==> config.mk <==
export PLATFORM = sky130hd
export DESIGN_NAME = long_press_tracker
export DESIGN_NICKNAME = d
export VERILOG_FILES = /design/src/rtl/lpt_pkg.sv /design/src/rtl/long_press_tracker.sv /design/src/rtl/lpt_cell.sv
export SDC_FILE = /design/constraint.sdc
export NUM_CORES = 2
export LEC_CHECK = 0
export BUFFER_PORTS_ARGS = -buffer_cell sky130_fd_sc_hd__buf_2
export CAP_MARGIN = 20
export CORE_ASPECT_RATIO = 1.2
export CORE_UTILIZATION = 30
export DETAILED_ROUTE_END_ITERATION = 6
export SLEW_MARGIN = 20
export SYNTH_ARGS = -nofsm -noshare
export SYNTH_HDL_FRONTEND = slang
export SYNTH_SLANG_ARGS = --single-unit
==> constraint.sdc <==
create_clock -name clk -period 18.29 [get_ports clk]
set_input_delay 0.9145 -clock clk [delete_from_list [all_inputs] [get_ports clk]]
set_output_delay 0.9145 -clock clk [all_outputs]
set_load 0.05 [all_outputs]
==> src/rtl/lpt_pkg.sv <==
// Types and constants shared by the long-press tracker modules.
package lpt_pkg;

  localparam int BUTTON_W     = 16;
  localparam int FUNCTION_W   = 12;
  localparam int SCOPE_W      = 8;
  localparam int FRAMES_W     = 25;
  localparam int THRESHOLD_W  = 24;
  localparam int TICK_W       = 16;
  localparam int REPEAT_W     = 8;
  localparam int MAX_NOTES    = 8;
  localparam int NOTE_CNT_W   = $clog2(MAX_NOTES);
  localparam logic [THRESHOLD_W-1:0] THRESHOLD_RESET = 24'd44100;
  localparam logic [REPEAT_W-1:0]    REPEAT_MAX      = 8'd255;

  typedef struct packed {
    logic                  cmd;
    logic [BUTTON_W-1:0]   button_id;
    logic                  is_release;
    logic                  sustain_capable;
    logic                  long_pressable;
    logic [FUNCTION_W-1:0] function_id;
    logic [SCOPE_W-1:0]    scope_track;
    logic [TICK_W-1:0]     tick_frames;
  } req_item_t;

  typedef struct packed {
    logic [FUNCTION_W-1:0] function_id_out;
    logic [SCOPE_W-1:0]    scope_track_out;
    logic [REPEAT_W-1:0]   repeat_count;
    logic                  last;
  } rsp_item_t;

  typedef struct packed {
    logic                  valid;
    logic [BUTTON_W-1:0]   button;
    logic [FUNCTION_W-1:0] func;
    logic [SCOPE_W-1:0]    scope;
    logic [FRAMES_W-1:0]   frames;
    logic [REPEAT_W-1:0]   repeats;
  } entry_t;

  typedef struct packed {
    logic                  hit;
    logic [FUNCTION_W-1:0] func;
    logic [SCOPE_W-1:0]    scope;
    logic [REPEAT_W-1:0]   repeats;
  } note_t;

  typedef enum logic [2:0] {
    OP_HOLD,
    OP_INSERT,
    OP_REMOVE,
    OP_UPDATE,
    OP_TICK,
    OP_DRAIN
  } cell_op_t;

  typedef struct packed {
    cell_op_t               op;
    logic [BUTTON_W-1:0]    button;
    logic [FUNCTION_W-1:0]  func;
    logic [TICK_W-1:0]      tick_frames;
    logic [THRESHOLD_W-1:0] threshold;
  } cell_cmd_t;

  typedef enum logic [1:0] {
    S_IDLE,
    S_FIND,
    S_TICK,
    S_DRAIN
  } lpt_state_t;

endpackage

==> src/rtl/long_press_tracker.sv <==
// Top level of the long-press tracker: control sequencer, cell chain and result register.
// Held buttons sit in a chain of POOL cells kept in recency order, newest in cell 0, so a
// new press shifts the chain down and a release closes the gap behind the freed cell. A
// button event is the accept beat followed by one chain update. A tick is the accept beat, then
// a step that adds the frames and latches notifications in every cell, then the notifications
// shift out of cell 0 one a cycle while the result side does not stall. At most eight results
// leave per tick, the final one marked last. The threshold resets to 44100; the user must write
// it through the cfg channel only while idle, as the block itself does not enforce this.
module long_press_tracker #(
  parameter int POOL = 8
) (
  input  logic                                clk,
  input  logic                                rst,
  input  logic                                req_valid,
  output logic                                req_stall,
  input  lpt_pkg::req_item_t                  req,
  output logic                                rsp_valid,
  input  logic                                rsp_stall,
  output lpt_pkg::rsp_item_t                  rsp,
  input  logic                                cfg_valid,
  output logic                                cfg_ready,
  input  logic [lpt_pkg::THRESHOLD_W-1:0]     cfg_data
);
  import lpt_pkg::*;

  localparam int IDX_W = (POOL > 1) ? $clog2(POOL) : 1;

  lpt_state_t             state, state_next;
  req_item_t              item;
  logic [THRESHOLD_W-1:0] threshold;
  logic [NOTE_CNT_W-1:0]  emitted, emitted_next;

  cell_cmd_t         cmd;
  cell_op_t          op;
  entry_t            entries [POOL];
  note_t             notes   [POOL];
  entry_t            new_entry;
  entry_t            empty_entry;
  note_t             empty_note;
  logic [POOL-1:0]   match_vec;
  logic [POOL-1:0]   hit_vec;
  logic [POOL-1:0]   valid_vec;
  logic [POOL-1:0]   sel_ge;
  logic [POOL-1:0]   sel;
  logic [IDX_W-1:0]  pos;
  logic              qualifies;
  logic              found;
  logic              full;
  logic              any_hit;
  logic              rest_hit;
  logic              out_free;
  logic              load;
  logic              load_last;

  assign cfg_ready = 1'b1;
  assign req_stall = (state != S_IDLE);

  always_ff @(posedge clk) begin
    if (rst) begin
      threshold <= THRESHOLD_RESET;
    end else if (cfg_valid && cfg_ready) begin
      threshold <= cfg_data;
    end
  end

  always_ff @(posedge clk) begin
    if (req_valid && !req_stall) begin
      item <= req;
    end
  end

  always_ff @(posedge clk) begin
    if (rst) begin
      state   <= S_IDLE;
      emitted <= '0;
    end else begin
      state   <= state_next;
      emitted <= emitted_next;
    end
  end

  assign new_entry   = '{valid: 1'b1, button: item.button_id, func: item.function_id,
                         scope: item.scope_track, frames: '0, repeats: '0};
  assign empty_entry = '0;
  assign empty_note  = '0;

  assign cmd = '{op: op, button: item.button_id, func: item.function_id,
                 tick_frames: item.tick_frames, threshold: threshold};

  for (genvar k = 0; k < POOL; k++) begin : g_cell
    lpt_cell u_cell (
      .clk        (clk),
      .rst        (rst),
      .cmd        (cmd),
      .sel        (sel[k]),
      .prev_entry ((k == 0) ? new_entry : entries[(k == 0) ? 0 : k - 1]),
      .next_entry ((k == POOL - 1) ? empty_entry : entries[(k == POOL - 1) ? k : k + 1]),
      .next_note  ((k == POOL - 1) ? empty_note : notes[(k == POOL - 1) ? k : k + 1]),
      .entry      (entries[k]),
      .note       (notes[k]),
      .match      (match_vec[k])
    );
    assign hit_vec[k]   = notes[k].hit;
    assign valid_vec[k] = entries[k].valid;
  end

  // ids are unique in the chain, so the match is one-hot and an OR encoder suffices
  always_comb begin
    pos = '0;
    for (int k = 0; k < POOL; k++) begin
      if (match_vec[k]) begin
        pos = pos | IDX_W'(k);
      end
    end
  end

  always_comb begin
    for (int k = 0; k < POOL; k++) begin
      sel_ge[k] = IDX_W'(k) >= pos;
    end
  end

  assign qualifies = item.long_pressable && item.sustain_capable && (item.button_id != '0);
  assign found     = |match_vec;
  assign full      = entries[POOL-1].valid;
  assign any_hit   = |hit_vec;
  assign rest_hit  = |(hit_vec >> 1);
  assign out_free  = !rsp_valid || !rsp_stall;

  always_comb begin
    state_next   = state;
    emitted_next = emitted;
    op           = OP_HOLD;
    sel          = '0;
    load         = 1'b0;
    load_last    = 1'b0;
    unique case (state)
      S_IDLE: begin
        if (req_valid) begin
          state_next = req.cmd ? S_TICK : S_FIND;
        end
      end
      S_FIND: begin
        state_next = S_IDLE;
        if (qualifies) begin
          if (found) begin
            if (item.is_release) begin
              op  = OP_REMOVE;
              sel = sel_ge;
            end else begin
              op  = OP_UPDATE;
              sel = match_vec;
            end
          end else if (!item.is_release && !full) begin
            op = OP_INSERT;
          end
        end
      end
      S_TICK: begin
        op           = OP_TICK;
        emitted_next = '0;
        state_next   = S_DRAIN;
      end
      S_DRAIN: begin
        if (!any_hit) begin
          state_next = S_IDLE;
        end else if (hit_vec[0]) begin
          if (out_free) begin
            load         = 1'b1;
            load_last    = !rest_hit || (emitted == NOTE_CNT_W'(MAX_NOTES - 1));
            op           = OP_DRAIN;
            emitted_next = emitted + 1'b1;
            if (load_last) begin
              state_next = S_IDLE;
            end
          end
        end else begin
          op = OP_DRAIN;
        end
      end
      default: begin
        state_next = S_IDLE;
      end
    endcase
  end

  always_ff @(posedge clk) begin
    if (rst) begin
      rsp_valid <= 1'b0;
    end else if (load) begin
      rsp_valid <= 1'b1;
    end else if (!rsp_stall) begin
      rsp_valid <= 1'b0;
    end
  end

  always_ff @(posedge clk) begin
    if (load) begin
      rsp <= '{function_id_out: notes[0].func, scope_track_out: notes[0].scope,
               repeat_count: notes[0].repeats, last: load_last};
    end
  end

  a_held_prefix: assert property (@(posedge clk) disable iff (rst)
    ((valid_vec & (valid_vec + 1'b1)) == '0))
    else $error("held entries not packed at the head of the chain");

  a_unique_match: assert property (@(posedge clk) disable iff (rst)
    (state == S_FIND) |-> $onehot0(match_vec))
    else $error("button id held in more than one cell");

  a_note_limit: assert property (@(posedge clk) disable iff (rst)
    (load && (emitted == NOTE_CNT_W'(MAX_NOTES - 1))) |-> load_last)
    else $error("tick result limit passed without last");

endmodule

==> src/rtl/lpt_cell.sv <==
// One tracker cell: a held entry in recency position plus its pending notification.
module lpt_cell (
  input  logic              clk,
  input  logic              rst,
  input  lpt_pkg::cell_cmd_t cmd,
  input  logic              sel,
  input  lpt_pkg::entry_t   prev_entry,
  input  lpt_pkg::entry_t   next_entry,
  input  lpt_pkg::note_t    next_note,
  output lpt_pkg::entry_t   entry,
  output lpt_pkg::note_t    note,
  output logic              match
);
  import lpt_pkg::*;

  logic [FRAMES_W-1:0] sum;
  logic                reached;
  logic [REPEAT_W-1:0] repeats_inc;

  assign match       = entry.valid && (entry.button == cmd.button);
  assign sum         = entry.frames + FRAMES_W'(cmd.tick_frames);
  assign reached     = sum >= FRAMES_W'(cmd.threshold);
  assign repeats_inc = (entry.repeats == REPEAT_MAX) ? entry.repeats : entry.repeats + 1'b1;

  always_ff @(posedge clk) begin
    if (rst) begin
      entry.valid <= 1'b0;
      note.hit    <= 1'b0;
    end else begin
      unique case (cmd.op)
        OP_HOLD: begin
        end
        OP_INSERT: begin
          entry <= prev_entry;
        end
        OP_REMOVE: begin
          if (sel) begin
            entry <= next_entry;
          end
        end
        OP_UPDATE: begin
          if (sel) begin
            entry.frames <= '0;
            entry.func   <= cmd.func;
          end
        end
        OP_TICK: begin
          note.func    <= entry.func;
          note.scope   <= entry.scope;
          note.repeats <= entry.repeats;
          note.hit     <= entry.valid && reached;
          if (entry.valid) begin
            if (reached) begin
              entry.frames  <= '0;
              entry.repeats <= repeats_inc;
            end else begin
              entry.frames <= sum;
            end
          end
        end
        OP_DRAIN: begin
          note <= next_note;
        end
        default: begin
        end
      endcase
    end
  end

endmodule

## Word-level counts from Yosys, hierarchy flattened

Index checks and enable logic that the tools add are counted.

| word-level totals | value |
|---|---|
| logic and storage cells | 426 |
| flip-flop bits (word level) | 906 |
| output and inout bits | 32 |
| bits of input ports | 85 |

| cells by class | value |
|---|---|
| equality and inequality tests | 73 |
| reduce and logical (&&, ||, !) cells | 84 |
| bitwise operators | 1 |
| magnitude comparators | 16 |
| muxes and demuxes | 140 |
| add/subtract/negate cells | 17 |

Operators with widths:

| kind | number |
|---|---|
| 25-bit case mux with 4 select lines | 8 |
| 70-bit 2-to-1 mux | 8 |
| 29-bit case mux with 2 select lines | 8 |
| 25-bit 2-to-1 mux | 16 |
| 12-bit case mux with 3 select lines | 8 |
| 17-bit case mux with 2 select lines | 8 |
| 33-bit 2-to-1 mux | 8 |
| 25-bit by 16-bit adder with 25-bit output | 8 |
| 25-bit by 24-bit greater-or-equal comparator with 1-bit output | 8 |
| 8-bit case mux with 3 select lines | 8 |
| 8-bit 2-to-1 mux | 20 |
| 16-bit equality test | 8 |
| 8-bit case mux with 2 select lines | 8 |
| 12-bit 2-to-1 mux | 8 |
| 8-bit by 1-bit adder with 8-bit output, second input constant | 8 |
| 8-bit equality test, second input constant | 8 |
| 2-bit != test, second input constant | 27 |
| 6-bit AND reduction | 8 |
| 4-bit AND reduction | 11 |
| 5-bit AND reduction | 8 |
| 3-bit 2-to-1 mux | 12 |
| 2-bit by 1-bit != test with 1-bit output, second input constant | 18 |
| 3-bit AND reduction | 8 |
| 1-bit logical AND | 20 |
| 27 further kinds | 71 |

## Depth between registers and ports, before layout

| depth | value |
|---|---|
| word-level depth | 16 |
| mapped depth | 22 |

## Modules after synthesis

From an unflattened synthesis, not the netlist that was laid out.

| unflattened totals | value |
|---|---|
| cells, all modules | 4985 |
| area, all modules | 56691.9 µm² |

Modules (own cells, without submodules):

| module | instances | cells each | sequential area each (µm²) | area an instance (µm²) |
|---|---|---|---|---|
| lpt_cell (g_cell[0].u_cell ...) | 5 | 609 | 2952.8 | 6707.7 |
| lpt_cell (g_cell[5].u_cell ...) | 2 | 549 | 2952.8 | 6338.6 |
| lpt_cell (g_cell[7].u_cell) | 1 | 594 | 2952.8 | 6492.5 |
| long_press_tracker | 1 | 248 | 3123.0 | 3983.8 |

## Least setup slack after synthesis

Ideal clock, no wire load.

| timing | value |
|---|---|
| path type | input port to flip-flop |
| from | in rsp_stall |
| to | reg g_cell[0].u_cell.note[0] (netlist bit) (enable) |
| path buffers | 0 |
| arrival | 10675 ps |
| stages on the path | 4 |
| data required time | 17477 ps |
| library setup time | 813 ps |
| setup slack | 6802 ps |
| path through | nand3_1 o2111a_1 nor2_1 nor2_1 |

| on the way | value |
|---|---|
| cells in the longest elaborated chain, start to end | 9 |

Ends and longest elaborated chain:

| element | RTL line | text |
|---|---|---|
| start, declared | long_press_tracker.sv:18 | `input logic rsp_stall,` |
| 1-bit zero test * | - |  |
| 1-bit logical OR * | long_press_tracker.sv:128 | `assign out_free = !rsp_valid \|\| !rsp_stall;` |
| 3-bit 2-to-1 mux * | long_press_tracker.sv:168 | `if (out_free) begin` |
| 3-bit 2-to-1 mux * | long_press_tracker.sv:167 | `end else if (hit_vec[0]) begin` |
| 3-bit 2-to-1 mux * | long_press_tracker.sv:165 | `if (!any_hit) begin` |
| 3-bit case mux with 3 select lines * | long_press_tracker.sv:137 | `unique case (state)` |
| 3-bit equality test | lpt_cell.sv:30 | `unique case (cmd.op)` |
| 2-bit nonzero test (no line) * | - |  |
| 2-bit AND reduction (no line) * | - |  |
| end signal, assigned | lpt_cell.sv:62 | `note <= next_note;` |
| end, declared | lpt_cell.sv:11 | `output lpt_pkg::note_t note,` |

Mark *: on every way between the ends. The rest lies on a longest branch, timed or not.
A chain may end at the register's enable or synchronous reset.

## Worst setup path after layout

| timing | value |
|---|---|
| from | reg item (netlist bit cmd[29]) |
| to | reg g_cell[5].u_cell.entry[15] (netlist bit), data pin |

| on the way | value |
|---|---|
| cells in the longest elaborated chain, start to end | 5 |

Ends and longest elaborated chain:

| element | RTL line | text |
|---|---|---|
| start, declared | long_press_tracker.sv:29 | `req_item_t item;` |
| start signal, assigned | long_press_tracker.sv:68 | `item <= req;` |
| 25-bit by 16-bit adder with 25-bit output * | lpt_cell.sv:21 | `assign sum = entry.frames + FRAMES_W'(cmd.tick_frames);` |
| 25-bit by 24-bit greater-or-equal comparator with 1-bit output | lpt_cell.sv:22 | `assign reached = sum >= FRAMES_W'(cmd.threshold);` |
| 25-bit 2-to-1 mux * | lpt_cell.sv:53 | `if (reached) begin` |
| 33-bit 2-to-1 mux * | lpt_cell.sv:52 | `if (entry.valid) begin` |
| 25-bit case mux with 4 select lines * | lpt_cell.sv:30 |  |
| end signal, assigned | lpt_cell.sv:34 | `entry <= prev_entry;` |
| end signal, assigned | lpt_cell.sv:38 | `entry <= next_entry;` |
| end, declared | lpt_cell.sv:10 | `output lpt_pkg::entry_t entry,` |

Mark *: on every way between the ends. The rest lies on a longest branch, timed or not. The select of a mux whose other input is x is not followed.

==> summary.md <==
| Metric | Value |
|---|---|
| Post-route ant nets | `0` |
| Die extent in y | `462 µm` |
| Relative slew slack | `16.3%` |
| Final HPWL DP | `109 mm` |
| Number of detailed-route iterations in the first pass | `5` |
| CTS tree | `yes` |
| Final slew viol count | `0` |
| Clock skew | `0.0674 ns` |
| Status | `finished, final reports clean` |
| GRT Total Usage | `17.2%` |
| Critical path type | `reg2reg` |
| Synth-to-layout area growth | `12.8%` |
| Row Count | `168` |
| Fmax | `0.148 GHz` |
| First-pass GRT wire length | `238 mm` |
| Synthesized area | `0.0529 mm²` |
| Via-to-Cell Ratio | `5.25` |
| Largest net degree at the start of global routing | `197` |
| Residual DRC count | `0` |
| Element type at the critical path start | `flip-flop` |
| Clk buf depth | `3` |
| Clock Tree Root | `clkbuf_16` |
| Data arrival, critical path | `7.31 ns` |
| Number of gates resized after cts | `0` |
| Synth top cells by count | `nand2_1 (1289), edfxtp_1 (860), ha_1 (330)` |
| Initial antenna violation count | `2` |
| Pwr dens | `88.9 mW/mm²` |
| CTS Hold Bufs | `0` |
| RSZ-0062 raised after global routing | `no` |
| Grt ovf | `0` |
| Most common cell in the netlist | `nand2_1` |
| Synthesis warning total | `0` |
| Syn Area/Cell | `10.2 µm²` |
| Initial DRC Count | `3390` |
| Worst-Skew Late Latency | `0.74 ns` |
| Cell taking the most area after synthesis | `edfxtp_1` |
| EDFF count, synth | `860` |
| TritonCTS Buffers | `106` |
| Syn_nets | `5595` |
| Die span in x | `385 µm` |
| Maximum vdd drop | `0.0683 mV` |
| Final core utilization | `34.1%` |
| CP peak stage delay | `0.78 ns` |
| Min Tclk post-route | `6.75 ns` |
| Hold crit path type | `in2reg` |
| Final hold slack | `0.351 ns` |
| Postcts setup bufs | `0` |
| Worst-path fanout max | `14` |
| # IOs | `117` |
| Final TNS setup | `0 ns` |
| Core ar. | `0.175 mm²` |
| Max_cap viols | `0` |
| Post-synth top area share | `48.8%` |
| Post-synth top flop | `edfxtp_1` |
| Critical Path, Cell by Cell | `ha_1 > a21o_1 > a2111oi_0 > o2bb2ai_1 > o41ai_1 > o21ai_0 > nand3_1 > xnor2_1 > ha_1 > o21a_1 > o21ai_0 > o32ai_1 > o21a_1 > a211oi_1 > and3_1 > buf_4 > a21o_1` |
| CP max-delay cell | `a2111oi_0` |
| Setup violators final | `0` |
| Measured slew at the worst slew-check pin | `1.24 ns` |
| Initial Util | `30.2%` |
| Sequential-to-total area share from yosys stat | `50.6%` |
| CP Capture Type | `flip-flop` |
| Endpoints failing hold | `0` |
| Via count | `39900` |
| CTS Sinks | `906` |
| Final cycle utilization of the critical path | `36.9%` |
| Final GP Congestion | `0.937` |
| H-tree levels | `3` |
| DIE AREA | `0.178 mm²` |
| Area of the multi-input gates | `0.0249 mm²` |
| #FFs+latches synth | `906` |
| Register area | `0.0267 mm²` |
| Ratio of cells with drive above 1 in the final layout | `8.79%` |
| Asr flop ratio synth | `0%` |
| Buffers on Ports | `115` |
| Cell variety after synth | `83` |
| Mapped Cells | `5172` |
| Ranking of synthesized cells by area | `edfxtp_1 (49%), nand2_1 (9.1%), ha_1 (7.8%)` |
| Fill cells | `17700` |
| Net count, final | `5646` |
| DRT Wirelength | `157 mm` |
| Worst Path Required | `18.84 ns` |
| Vias in the first global route | `39200` |
| P_leak | `23.1 nW` |
| DR WL/cell | `20.6 µm` |
| Worst-path clk slew | `0.06 ns` |
## layer usage
layer,track usage [%],wire length [µm]
met5,0,7
met4,6.77,6280
met3,2.57,8880
met2,29.0,74700
met1,22.1,66700
## critical path: cells and delay by family, from the launching register on
family,cells,cell delay (ns)
xor+xnor,1,0.17
buf+inv,1,0.35
fa+ha+maj,2,0.80
compound gates,11,3.81
simple gates,2,0.81
flops,1,0.62
## worst paths after layout
path	startpoint	slack (ns)	cells past startpoint	to
worst max-delay path	cmd[29]	11.54	17	g_cell[5].u_cell.entry[15]
worst min register to register	g_cell[0].u_cell.note[14]	0.42	0	rsp[15]
worst max register to register	cmd[29]	11.54	17	g_cell[5].u_cell.entry[15]
worst min-delay path	req[14]	0.35	1	cmd[38]
## kinds of logic (layout without fill, tap and decap cells)
group	count (synthesis)	after routing	synth area share [%]
flip-flops	906	906	50.6
adder cells (fa/ha/maj)	338	338	8.11
AND/OR/NAND/NOR	2163	2163	17.9
AO/OA/AOI/OAI	1009	1009	13.6
XOR/XNOR	342	342	5.66
multiplexers	69	69	1.41
other	1	2	0.00709
buffers and inverters	344	483	2.81
## sequential cells by signal, indices dropped and copies added, names as in the netlist
name / cells
g_cell.u_cell.entry: 560
g_cell.u_cell.note: 232
cmd: 44
rsp: 29
threshold: 24
item: 11
emitted: 3
state: 2
rsp_valid: 1
## cell usage in the layout (no fill, tap or decap), types with 46 or more instances in the layout
master     Yosys  routed
nand2_1     1289    1288
edfxtp_1     860     860
ha_1         330     330
nor2_1       311     296
a21oi_1      236     234
xnor2_1      233     233
o21ai_0      131     131
a21o_1       128     128
buf_2         45     115
and2_1       115     113
nand3_1      112     112
xor2_1       109     109
clkbuf_16      0     109
a22o_1       106     106
inv_1        100     100
a221o_1       78      78
nand4_1       77      77
buf_4         13      68
a22oi_1       64      64
nor3_1        55      48
dfxtp_1       46      46
## power breakdown
part | switching [W] | internal [W]
clock network | 0.000912 | 0.00127
registers | 0.0000717 | 0.00233
logic | 0.000433 | 0.000288
total | 0.00142 | 0.00389
## stage by stage
stage                     power (W)  cells  area, µm²  worst slack [ns]
after global placement      0.00313   7408      56000             11.65
after global routing        0.00551   7606      59700             11.24
after CTS                   0.00534   7605      59600             11.63
after detailed placement    0.00315   7409      56100             11.62
final                       0.00531   7607      59700             11.54
after floorplan             0.00293   5172      52900              6.80
## area by class of cell
cell class                      instances  area share [%]
Sequential cell                       906            44.8
Multi-Input combinational cell       3922            41.8
Tap cell                             2295            4.81
Clock buffer                          128            4.74
Timing Repair Buffer                  187            1.97
Clock inverter                         68            1.24
Inverter                              100           0.629
Antenna cell                            1         0.00419
Note: power is estimated with default switching activity, not from simulation.
